[src/sls_pkg.sv]
`timescale 1ns / 1ps
// ----------------------------------------------------------------------------
// sls_pkg
// Shared widths, command codes and status codes of the sequential list store.
// ----------------------------------------------------------------------------
package sls_pkg;

    localparam int DEPTH_DEFAULT = 64;

    localparam int CMD_W    = 3;
    localparam int POS_W    = 7;
    localparam int BYTE_W   = 8;
    localparam int STATUS_W = 2;
    localparam int COUNT_W  = 7;

    typedef logic [CMD_W-1:0]    cmd_t;
    typedef logic [STATUS_W-1:0] status_t;

    localparam cmd_t CMD_APPEND = 3'd0;
    localparam cmd_t CMD_DELETE = 3'd1;
    localparam cmd_t CMD_READ   = 3'd2;
    localparam cmd_t CMD_FIND   = 3'd3;
    localparam cmd_t CMD_DUMP   = 3'd4;

    localparam status_t ST_OK        = 2'd0;
    localparam status_t ST_NOT_FOUND = 2'd1;
    localparam status_t ST_FULL      = 2'd2;
    localparam status_t ST_EMPTY     = 2'd3;

endpackage

[src/sls_ifs.sv]
`timescale 1ns / 1ps
// ----------------------------------------------------------------------------
// sls_ifs
// Command and result channels of the sequential list store (valid/ready).
// ----------------------------------------------------------------------------
interface sls_req_if
    import sls_pkg::*;
();
    logic                valid;
    logic                ready;
    logic [CMD_W-1:0]    command;
    logic [POS_W-1:0]    position;
    logic [BYTE_W-1:0]   content;

    modport source (output valid, output command, output position, output content,
                    input ready);
    modport sink   (input valid, input command, input position, input content,
                    output ready);
endinterface

interface sls_rsp_if
    import sls_pkg::*;
();
    logic                valid;
    logic                ready;
    logic [STATUS_W-1:0] status;
    logic [POS_W-1:0]    found_position;
    logic [BYTE_W-1:0]   entry_value;
    logic [COUNT_W-1:0]  entry_count;
    logic                last;

    modport source (output valid, output status, output found_position,
                    output entry_value, output entry_count, output last,
                    input ready);
    modport sink   (input valid, input status, input found_position,
                    input entry_value, input entry_count, input last,
                    output ready);
endinterface

[src/sequential_list_store_unit.sv]
`timescale 1ns / 1ps
// ----------------------------------------------------------------------------
// sequential_list_store_unit
// Ordered byte list kept in a single-port-write / single-port-read memory.
// ----------------------------------------------------------------------------
// One command is taken at a time; req.ready is high only while the unit is
// idle. All work goes through one synchronous memory (one write and one read
// per cycle, registered read data), so the time per command is set by the
// number of memory accesses: delete at position p moves each later entry
// with one read and one write, and find ends with a closing step that
// sends the held last match. Each result occupies the output register until
// taken; a stalled result channel stalls the walk. No clearing pass runs
// after reset: only entries below the count are ever read.
// ----------------------------------------------------------------------------
module sequential_list_store_unit
    import sls_pkg::*;
#(
    parameter int DEPTH = DEPTH_DEFAULT
)
(
    input  logic       clk,
    input  logic       rst_n,
    sls_req_if.sink    req,
    sls_rsp_if.source  rsp
);

    localparam int AW = (DEPTH > 1) ? $clog2(DEPTH) : 1;
    localparam int CW = $clog2(DEPTH + 1);
    localparam int MW = (CW > POS_W) ? CW : POS_W;

    typedef enum logic [2:0] {
        S_IDLE,
        S_START,
        S_RD_DATA,
        S_DEL_HEAD,
        S_DEL_STEP,
        S_DEL_MOVE,
        S_SCAN,
        S_SCAN_END
    } state_t;

    logic [BYTE_W-1:0] mem [DEPTH];
    logic [BYTE_W-1:0] rd_data_reg;

    state_t              state_reg,     state_next;
    logic [CW-1:0]       count_reg,     count_next;
    logic [AW-1:0]       idx_reg,       idx_next;
    cmd_t                cmd_reg,       cmd_next;
    logic [POS_W-1:0]    pos_reg,       pos_next;
    logic [BYTE_W-1:0]   content_reg,   content_next;
    logic                pend_vld_reg,  pend_vld_next;
    logic [POS_W-1:0]    pend_pos_reg,  pend_pos_next;
    logic [BYTE_W-1:0]   pend_val_reg,  pend_val_next;
    logic                out_vld_reg,   out_vld_next;
    status_t             out_st_reg,    out_st_next;
    logic [POS_W-1:0]    out_pos_reg,   out_pos_next;
    logic [BYTE_W-1:0]   out_val_reg,   out_val_next;
    logic [COUNT_W-1:0]  out_cnt_reg,   out_cnt_next;
    logic                out_last_reg,  out_last_next;

    logic              rd_en;
    logic [AW-1:0]     rd_addr;
    logic              wr_en;
    logic [AW-1:0]     wr_addr;
    logic [BYTE_W-1:0] wr_data;

    logic              can_emit;
    logic              emit;
    logic              fail;
    status_t           fail_st;
    status_t           res_st;
    logic [POS_W-1:0]  res_pos;
    logic [BYTE_W-1:0] res_val;
    logic              res_last;

    logic [MW-1:0]     pos_ext;
    logic [MW-1:0]     cnt_ext;
    logic [MW-1:0]     pos_m1;
    logic              pos_ok;
    logic [AW:0]       idx_p1;
    logic              more;
    logic              full;
    logic              hit;
    logic              go;
    logic              is_dump;

    // storage
    always_ff @(posedge clk)
    begin
        if (wr_en)
        begin
            mem[wr_addr] <= wr_data;
        end
        if (rd_en)
        begin
            rd_data_reg <= mem[rd_addr];
        end
    end

    always_comb
    begin
        pos_ext  = MW'(pos_reg);
        cnt_ext  = MW'(count_reg);
        pos_m1   = pos_ext - MW'(1);
        pos_ok   = (pos_ext != '0) && (pos_ext <= cnt_ext);
        idx_p1   = {1'b0, idx_reg} + (AW+1)'(1);
        more     = idx_p1 < (AW+1)'(count_reg);
        full     = count_reg == CW'(DEPTH);
        is_dump  = cmd_reg == CMD_DUMP;
        hit      = is_dump || (rd_data_reg == content_reg);
        can_emit = !out_vld_reg || rsp.ready;
    end

    always_comb
    begin
        state_next    = state_reg;
        count_next    = count_reg;
        idx_next      = idx_reg;
        cmd_next      = cmd_reg;
        pos_next      = pos_reg;
        content_next  = content_reg;
        pend_vld_next = pend_vld_reg;
        pend_pos_next = pend_pos_reg;
        pend_val_next = pend_val_reg;

        rd_en    = 1'b0;
        rd_addr  = idx_reg;
        wr_en    = 1'b0;
        wr_addr  = idx_reg;
        wr_data  = rd_data_reg;

        emit     = 1'b0;
        fail     = 1'b0;
        fail_st  = ST_NOT_FOUND;
        go       = 1'b0;
        res_st   = ST_OK;
        res_pos  = '0;
        res_val  = '0;
        res_last = 1'b1;

        case (state_reg)
            S_IDLE:
            begin
                if (req.valid)
                begin
                    cmd_next     = req.command;
                    pos_next     = req.position;
                    content_next = req.content;
                    state_next   = S_START;
                end
            end

            S_START:
            begin
                case (cmd_reg)
                    CMD_APPEND:
                    begin
                        if (full)
                        begin
                            fail    = 1'b1;
                            fail_st = ST_FULL;
                        end
                        else if (can_emit)
                        begin
                            wr_en      = 1'b1;
                            wr_addr    = count_reg[AW-1:0];
                            wr_data    = content_reg;
                            count_next = count_reg + CW'(1);
                            emit       = 1'b1;
                            res_pos    = POS_W'(count_next);
                            res_val    = content_reg;
                            state_next = S_IDLE;
                        end
                    end
                    CMD_DELETE:
                    begin
                        if (count_reg == '0)
                        begin
                            fail    = 1'b1;
                            fail_st = ST_EMPTY;
                        end
                        else if (!pos_ok)
                        begin
                            fail = 1'b1;
                        end
                        else
                        begin
                            rd_en      = 1'b1;
                            rd_addr    = pos_m1[AW-1:0];
                            idx_next   = pos_m1[AW-1:0];
                            state_next = S_DEL_HEAD;
                        end
                    end
                    CMD_READ:
                    begin
                        if (!pos_ok)
                        begin
                            fail = 1'b1;
                        end
                        else
                        begin
                            rd_en      = 1'b1;
                            rd_addr    = pos_m1[AW-1:0];
                            state_next = S_RD_DATA;
                        end
                    end
                    CMD_FIND, CMD_DUMP:
                    begin
                        if (count_reg == '0)
                        begin
                            fail    = 1'b1;
                            fail_st = is_dump ? ST_EMPTY : ST_NOT_FOUND;
                        end
                        else
                        begin
                            rd_en         = 1'b1;
                            rd_addr       = '0;
                            idx_next      = '0;
                            pend_vld_next = 1'b0;
                            state_next    = S_SCAN;
                        end
                    end
                    default:
                    begin
                        fail = 1'b1;
                    end
                endcase

                if (fail && can_emit)
                begin
                    emit       = 1'b1;
                    res_st     = fail_st;
                    state_next = S_IDLE;
                end
            end

            S_RD_DATA:
            begin
                if (can_emit)
                begin
                    emit       = 1'b1;
                    res_pos    = pos_reg;
                    res_val    = rd_data_reg;
                    state_next = S_IDLE;
                end
            end

            S_DEL_HEAD:
            begin
                // hold the removed byte until the gap is closed
                pend_val_next = rd_data_reg;
                state_next    = S_DEL_STEP;
            end

            S_DEL_STEP:
            begin
                if (more)
                begin
                    rd_en      = 1'b1;
                    rd_addr    = idx_p1[AW-1:0];
                    state_next = S_DEL_MOVE;
                end
                else if (can_emit)
                begin
                    count_next = count_reg - CW'(1);
                    emit       = 1'b1;
                    res_pos    = pos_reg;
                    res_val    = pend_val_reg;
                    state_next = S_IDLE;
                end
            end

            S_DEL_MOVE:
            begin
                wr_en      = 1'b1;
                wr_addr    = idx_reg;
                wr_data    = rd_data_reg;
                idx_next   = idx_p1[AW-1:0];
                state_next = S_DEL_STEP;
            end

            S_SCAN:
            begin
                // find keeps the latest match back so its last flag is known
                if (is_dump)
                begin
                    go = can_emit;
                    if (can_emit)
                    begin
                        emit     = 1'b1;
                        res_pos  = POS_W'(idx_p1);
                        res_val  = rd_data_reg;
                        res_last = !more;
                    end
                end
                else
                begin
                    go = !(hit && pend_vld_reg) || can_emit;
                    if (hit && go)
                    begin
                        if (pend_vld_reg)
                        begin
                            emit     = 1'b1;
                            res_pos  = pend_pos_reg;
                            res_val  = pend_val_reg;
                            res_last = 1'b0;
                        end
                        pend_vld_next = 1'b1;
                        pend_pos_next = POS_W'(idx_p1);
                        pend_val_next = rd_data_reg;
                    end
                end

                if (go)
                begin
                    if (more)
                    begin
                        rd_en    = 1'b1;
                        rd_addr  = idx_p1[AW-1:0];
                        idx_next = idx_p1[AW-1:0];
                    end
                    else
                    begin
                        state_next = is_dump ? S_IDLE : S_SCAN_END;
                    end
                end
            end

            S_SCAN_END:
            begin
                if (can_emit)
                begin
                    emit       = 1'b1;
                    state_next = S_IDLE;
                    if (pend_vld_reg)
                    begin
                        res_pos = pend_pos_reg;
                        res_val = pend_val_reg;
                    end
                    else
                    begin
                        res_st = ST_NOT_FOUND;
                    end
                end
            end

            default:
            begin
                state_next = S_IDLE;
            end
        endcase
    end

    always_comb
    begin
        out_vld_next  = out_vld_reg && !rsp.ready;
        out_st_next   = out_st_reg;
        out_pos_next  = out_pos_reg;
        out_val_next  = out_val_reg;
        out_cnt_next  = out_cnt_reg;
        out_last_next = out_last_reg;
        if (emit)
        begin
            out_vld_next  = 1'b1;
            out_st_next   = res_st;
            out_pos_next  = res_pos;
            out_val_next  = res_val;
            out_cnt_next  = COUNT_W'(count_next);
            out_last_next = res_last;
        end
    end

    always_ff @(posedge clk or negedge rst_n)
    begin
        if (!rst_n)
        begin
            state_reg    <= S_IDLE;
            count_reg    <= '0;
            idx_reg      <= '0;
            cmd_reg      <= CMD_APPEND;
            pos_reg      <= '0;
            content_reg  <= '0;
            pend_vld_reg <= 1'b0;
            pend_pos_reg <= '0;
            pend_val_reg <= '0;
            out_vld_reg  <= 1'b0;
            out_st_reg   <= ST_OK;
            out_pos_reg  <= '0;
            out_val_reg  <= '0;
            out_cnt_reg  <= '0;
            out_last_reg <= 1'b0;
        end
        else
        begin
            state_reg    <= state_next;
            count_reg    <= count_next;
            idx_reg      <= idx_next;
            cmd_reg      <= cmd_next;
            pos_reg      <= pos_next;
            content_reg  <= content_next;
            pend_vld_reg <= pend_vld_next;
            pend_pos_reg <= pend_pos_next;
            pend_val_reg <= pend_val_next;
            out_vld_reg  <= out_vld_next;
            out_st_reg   <= out_st_next;
            out_pos_reg  <= out_pos_next;
            out_val_reg  <= out_val_next;
            out_cnt_reg  <= out_cnt_next;
            out_last_reg <= out_last_next;
        end
    end

    assign req.ready          = state_reg == S_IDLE;
    assign rsp.valid          = out_vld_reg;
    assign rsp.status         = out_st_reg;
    assign rsp.found_position = out_pos_reg;
    assign rsp.entry_value    = out_val_reg;
    assign rsp.entry_count    = out_cnt_reg;
    assign rsp.last           = out_last_reg;

endmodule

[src/flat_wrapper.sv]
// flat-port wrapper written by rule: the top's interface ports become plain ports
module sequential_list_store_unit_flat import sls_pkg::*;
#(
    parameter int DEPTH = DEPTH_DEFAULT
)
  (clk, rst_n, req_valid, req_command, req_position, req_content, req_ready, rsp_valid, rsp_status, rsp_found_position, rsp_entry_value, rsp_entry_count, rsp_last, rsp_ready);
  sls_req_if req_i ();
  sls_rsp_if rsp_i ();
  input  logic clk;
  input  logic rst_n;
  input wire logic [$bits(req_i.valid)-1:0] req_valid;
  input wire logic [$bits(req_i.command)-1:0] req_command;
  input wire logic [$bits(req_i.position)-1:0] req_position;
  input wire logic [$bits(req_i.content)-1:0] req_content;
  output wire logic [$bits(req_i.ready)-1:0] req_ready;
  output wire logic [$bits(rsp_i.valid)-1:0] rsp_valid;
  output wire logic [$bits(rsp_i.status)-1:0] rsp_status;
  output wire logic [$bits(rsp_i.found_position)-1:0] rsp_found_position;
  output wire logic [$bits(rsp_i.entry_value)-1:0] rsp_entry_value;
  output wire logic [$bits(rsp_i.entry_count)-1:0] rsp_entry_count;
  output wire logic [$bits(rsp_i.last)-1:0] rsp_last;
  input wire logic [$bits(rsp_i.ready)-1:0] rsp_ready;
  assign req_i.valid = req_valid;
  assign req_i.command = req_command;
  assign req_i.position = req_position;
  assign req_i.content = req_content;
  assign req_ready = req_i.ready;
  assign rsp_valid = rsp_i.valid;
  assign rsp_status = rsp_i.status;
  assign rsp_found_position = rsp_i.found_position;
  assign rsp_entry_value = rsp_i.entry_value;
  assign rsp_entry_count = rsp_i.entry_count;
  assign rsp_last = rsp_i.last;
  assign rsp_i.ready = rsp_ready;
  sequential_list_store_unit #(.DEPTH(DEPTH)) u_core (.clk(clk), .rst_n(rst_n), .req(req_i), .rsp(rsp_i));
endmodule
[config.mk]
export PLATFORM = sky130hd
export DESIGN_NAME = sequential_list_store_unit_flat
export DESIGN_NICKNAME = d
export VERILOG_FILES = /design/src/sls_pkg.sv /design/src/sls_ifs.sv /design/src/sequential_list_store_unit.sv /design/src/flat_wrapper.sv
export SDC_FILE = /design/constraint.sdc
export NUM_CORES = 1
export LEC_CHECK = 0
export ABC_AREA = 1
export BUFFER_PORTS_ARGS = -buffer_cell sky130_fd_sc_hd__buf_4
export CAP_MARGIN = 25
export CORE_ASPECT_RATIO = 0.8
export CORE_MARGIN = 2
export CORE_UTILIZATION = 45
export CTS_CLUSTER_DIAMETER = 200
export DETAILED_ROUTE_END_ITERATION = 12
export PLACE_DENSITY_LB_ADDON = 0.25
export SLEW_MARGIN = 0
export SYNTH_ARGS = -nofsm -noshare
export SYNTH_HDL_FRONTEND = slang
export SYNTH_SLANG_ARGS = --single-unit
[constraint.sdc]
create_clock -name clk -period 5.1 [get_ports clk]
set_input_delay 0.51 -clock clk [delete_from_list [all_inputs] [get_ports clk]]
set_output_delay 0.51 -clock clk [all_outputs]
set_load 0.01 [all_outputs]
; ---- Word-level counts from Yosys, hierarchy flattened
; Memory sizes are Yosys's and may differ from the RTL's. A register that Yosys moved wholly into a read port is not among the register bits.
; Index checks and enable logic that the tools add are counted.
[totals]
word_cells = 187
inputBits = 22
n_memories = 1
out_inout_bits = 27
mem_bits_rw = 512
regBits = 76
[mem_list]
columns = memory, depth, word_bits, rd, rd_clocked_by_memory_dff, wr, line
row1 = u_core.mem, 64, 8, 1, 1, 1, sequential_list_store_unit.sv:42  ; logic [BYTE_W-1:0] mem [DEPTH];
[classes]
n_reduce_logical = 28
mux = 109
bitwise = 1
add_sub_neg = 4
eq_ne = 27
magnitude_cmp = 2
[ops]
columns = cell, count
row1 = $mux W8, 16
row2 = $mux W7, 15
row3 = $mux W6, 9
row4 = $pmux W6 S3, 3
row5 = $pmux W8 S5, 1
row6 = $mux W3, 12
row7 = $pmux W7 S5, 1
row8 = $mux W1, 33
row9 = $pmux W3 S6, 1
row10 = $pmux W8 S2, 1
row11 = $eq A3 B3 Y1 const B, 5
row12 = $pmux W7 S2, 1
row13 = $eq A3 B2 Y1 const B, 4
row14 = $mux W2, 6
row15 = $ne A4 B4 Y1 const B, 3
row16 = $pmux W3 S4, 1
row17 = $pmux W6 S2, 1
row18 = $ne A2 B2 Y1 const B, 5
row19 = $reduce_and A9 Y1, 1
row20 = $eq A8 B8 Y1, 1
row21 = $ne A4 B2 Y1 const B, 2
row22 = $pmux W1 S4, 2
row23 = $add A6 B1 Y7 const B, 1
row24 = $add A7 B1 Y7 const B, 1
row25 = 26 further kinds, 45

; ---- Logic depth before layout (Yosys ltp)
[logic_depth]
depth_word = 10
ltp_mapped = 28

; ---- Least setup slack after synthesis
; No wires, ideal clock.
[synth_path]
path_kind = register -> register
from = register u_core.count_reg[0] (netlist: u_core.cnt_ext[0])
to = memory u_core.mem[0][6], data pin
arrival_ns = 4.103
setup_ns = 0.702
t_required_ns = 4.398
n_path_buf = 2
synth_period_minus_slack_ns = 4.805
stages_incl_launch_ff = 14
path_slack_ns = 0.295
cell_sequence = dfrtp_1 > inv_1 > ha_1 > nand2_2 > nor2_4 > inv_1 > nor3_1 > inv_1 > nor2_1 > inv_1 > nand2_1 > buf_2 > buf_1 > o21ai_0
[synth_between]
elab_chain_len = 4
[synth_lines]
columns = item, line
row1 = "start, declared", sequential_list_store_unit.sv:46  ; logic [CW-1:0] count_reg, count_next;
row2 = "start signal, assigned", sequential_list_store_unit.sv:396  ; count_reg <= count_next;
row3 = $eq A7 B7 Y1, sequential_list_store_unit.sv:108  ; full = count_reg == CW'(DEPTH);
row4 = $mux W8, sequential_list_store_unit.sv:158  ; if (full)
row5 = $mux W8, sequential_list_store_unit.sv:155  ; case (cmd_reg)
row6 = $mux W8, sequential_list_store_unit.sv:141  ; case (state_reg)
row7 = via u_core.wr_data[6], sequential_list_store_unit.sv:65  ; logic [BYTE_W-1:0] wr_data;
row8 = "end, declared", sequential_list_store_unit.sv:42
; The timed path passes the listed nets, and every way through them passes these cells.

; ---- Worst setup path in the final report
[layout_path]
from = register u_core.idx_reg[0]
to = register u_core.rd_data_reg[5] (read register of u_core.mem), data pin
[layout_between]
elab_chain_len = 5
word_cells_on_any_way = 12
[layout_lines]
columns = item, line
row1 = "start, declared", sequential_list_store_unit.sv:47  ; logic [AW-1:0] idx_reg, idx_next;
row2 = "start signal, assigned", sequential_list_store_unit.sv:397  ; idx_reg <= idx_next;
row3 = $add A6 B1 Y7 *, sequential_list_store_unit.sv:106  ; idx_p1 = {1'b0, idx_reg} + (AW+1)'(1);
row4 = via u_core.idx_p1[4], sequential_list_store_unit.sv:80  ; logic [AW:0] idx_p1;
row5 = $lt A7 B7 Y1, sequential_list_store_unit.sv:107  ; more = idx_p1 < (AW+1)'(count_reg);
row6 = $mux W6 or $mux W1 (tied branches) (2 in a row), n/a
row7 = $pmux W6 S3 or $pmux W1 S3 (tied branches), sequential_list_store_unit.sv:141
row8 = "end, declared", sequential_list_store_unit.sv:43  ; logic [BYTE_W-1:0] rd_data_reg;
; Mark *: on every way through the listed nets, which the timed path passes. The rest lies on a longest branch.
; A chain may end at the register's enable or synchronous reset.

==> impl_metrics.yaml <==
logic_synthesis:
  synth.top_cell.area_share_pct: 55.0
  synth_seq_cells: 596
  synth.largest_area_cell: "edfxtp_1"
  synth_common_cells: "nand2_1 (580), nand3_1 (550), edfxtp_1 (520)"
  synth_most_common_cell: "nand2_1"
  yosys.cell_types.count: 53
  synth-edff-count: 520
  syn_area_sq_um: 28400
  ys_seq_area_share_pct: 61.6
  synth.avg_cell_area_sq_um: 9.86
  ys.warnings.count: 0
  async_flop_share_pct: 12.8
  syn_inst: 2882
  synth_ff_type: "edfxtp_1"
  synthesis.nets: 2922
  synth_area_leaders: "edfxtp_1 (55%), nand3_1 (9.7%), nand2_1 (7.7%)"
clock_network:
  cts_buffers: 58
  htreeDepth: 2
  cts_tree: "yes"
  numClockSinks: 596
  clk_latency_ns: 0.66
  root_buffer: "clkbuf_16"
  path_clk_slew_ns: 0.06
  ctsResizeCount: 0
  cts_max_path_buffers: 3
routing:
  avgViaCountPerCell: 5.58
  wire_per_inst_microns: 21.5
  route.detailed.drc: 0
  drt-initial-drc-count: 2551
  wl_microns: 82200
  firstDrtPassIters: 6
  num_vias: 21359
  ant_nets: 0
die:
  dieArea_sq_um: 65200
  pin_count: 49
  die_h_microns: 229
  num_rows: 82
  start_util_pct: 45.4
  dieWidth_microns: 285
  core_sq_um: 62600
placement:
  gp_congestion: 0.951
  port_buffers: 48
  dp_hpwl_microns: 51100
sta:
  period_share_pct: 93.1
  hold_ws_ns: 0.112
  finClkSkew_ns: 0.0352
  tightestPinTransition_ns: 0.948
  max_freq_mhz: 211
  slew_headroom_pct: 36.6
  drv_slew: 0
  grt_setup_unrepaired: "false"
  hold_viol: 0
  setup_tns_ns: 0
  setup_violations: 0
  final.min_clock_period_ns: 4.75
global_routing:
  grt_max_degree: 159
  grt_overflow: 0
  track_usage_pct: 25.0
  antenna_found_initial: 0
  first_global_vias: 20376
  grt_pass1_wl_microns: 125000
job:
  drv_cap: 0
finish:
  drive_above_1_share_pct: 9.24
  nNetsFinal: 2980
  area_delta_synth_final_pct: 12.8
  largest_reg_flops: 512
  top_register: "u_core.mem"
worst_setup_path:
  worstPathRequired_ns: 5.59
  crit_type: "register to register"
  cp_max_fo: 13
  cp-start-kind: "register"
  arrival_ns: 5.24
  end_kind: "register"
status:
  outcome: "complete, no violations"
worst_hold_path:
  hp-class: "input pin to register"
## metrics by stage
step                area [sq um]  setup WS, ns  std cells  util, %
global route               32000       0.00206       3826     51.2
global placement           30200         0.527       3719     48.3
CTS                        32000         0.473       3826     51.2
floorplan                  28400         0.295       2882        -
detailed placement         30200         0.443       3719     48.3
finish                     32100         0.354       3827     51.2
## critical path: stages (launching register included)
cell     delay [ns]
dfrtp_1        0.57
ha_1           0.25
nand3_1        0.11
nor2_1         0.14
inv_1          0.06
nand2_1        0.13
inv_1          0.08
ha_1           0.30
a21o_1         0.19
a21oi_1        0.20
nand2_1        0.17
nand2_1        0.08
o21ai_0        0.11
nand4_1        0.11
nand2_1        0.08
nor2_1         0.13
nand2_1        0.11
nor2_4         0.48
buf_4          0.34
nand3_1        0.10
nand3_1        0.17
nand3_1        0.09
nand3_1        0.17
nand3_1        0.26
nand2_1        0.15
## cell type report
cell class	count	area [sq um]
Antenna cell	1	2.50
Clock buffer	71	1520
Clock inverter	35	312
Fill cell	5693	30500
Inverter	428	1610
Multi-Input combinational cell	1705	8630
Sequential cell	596	17500
Tap cell	840	1050
Timing Repair Buffer	151	1410
## worst paths after layout
check	from	endpoint	slack [ns]	depth (start not counted)
max	u_core.idx_reg[0]$_DFFE_PN0P_	u_core.rd_data_reg[5]$_DFFE_PP_	0.35	24
min	req_content[3]	u_core.content_reg[3]$_DFFE_PN0P_	0.11	3
max reg2reg	u_core.idx_reg[0]$_DFFE_PN0P_	u_core.rd_data_reg[5]$_DFFE_PP_	0.35	24
min reg2reg	u_core.rsp.entry_count[6]$_DFFE_PN0P_	u_core.rsp.entry_count[6]$_DFFE_PN0P_	0.47	2
max in group asynchronous	rst_n	u_core.content_reg[7]$_DFFE_PN0P_	3.73	3
min in group asynchronous	rst_n	u_core.state_reg[0]$_DFFE_PN0P_	0.31	2
## layout by cell type, fill, tap and decap left out, types with 5 or more instances in the layout
| master | instances |
|---|---|
| nor2_1 | 161 |
| nor4_1 | 5 |
| o21ai_1 | 7 |
| nor3_1 | 9 |
| dfrtp_1 | 76 |
| buf_4 | 128 |
| edfxtp_1 | 520 |
| o211ai_1 | 10 |
| nand3_1 | 550 |
| o21bai_4 | 6 |
| o22ai_1 | 5 |
| a221oi_1 | 12 |
| buf_12 | 22 |
| clkbuf_1 | 12 |
| nand2_1 | 579 |
| a21oi_1 | 59 |
| nand4_1 | 17 |
| clkinv_1 | 16 |
| clkinv_2 | 10 |
| clkbuf_16 | 59 |
| nand3b_1 | 161 |
| ha_1 | 18 |
| xor2_1 | 9 |
| inv_1 | 410 |
| inv_2 | 16 |
| o21ai_0 | 42 |
## kinds of logic (layout without fill, tap and decap cells)
| logic type | after synthesis | count (layout) | synth area share, % |
|---|---|---|---|
| xor gates and xnor gates | 11 | 11 | 0.339 |
| and+or+nand+nor | 1500 | 1500 | 24.9 |
| adders and majority gates | 18 | 18 | 0.793 |
| DFF | 596 | 596 | 61.6 |
| other | 0 | 1 | 0 |
| buffers and inverters | 581 | 685 | 8.52 |
| AOI/OAI and AO/OA | 176 | 176 | 3.81 |
## layer usage
layer | track usage [%] | vias to the layer above | part of all wire [%]
li1 | - | 9867 | -
met1 | 37.5 | 10416 | 44
met2 | 37.2 | 947 | 44
met3 | 4.90 | 129 | 9.4
met4 | 6.48 | 0 | 2.3
met5 | 0 | - | 0
## what timing repair did
action	CTS	global route
setup buffers	0	0
endpoints found under the hold margin	19	0
hold buffers	1	0
Power is not shown: default switching activity piles up to over one toggle a cycle in this logic, so the estimate is an artifact.
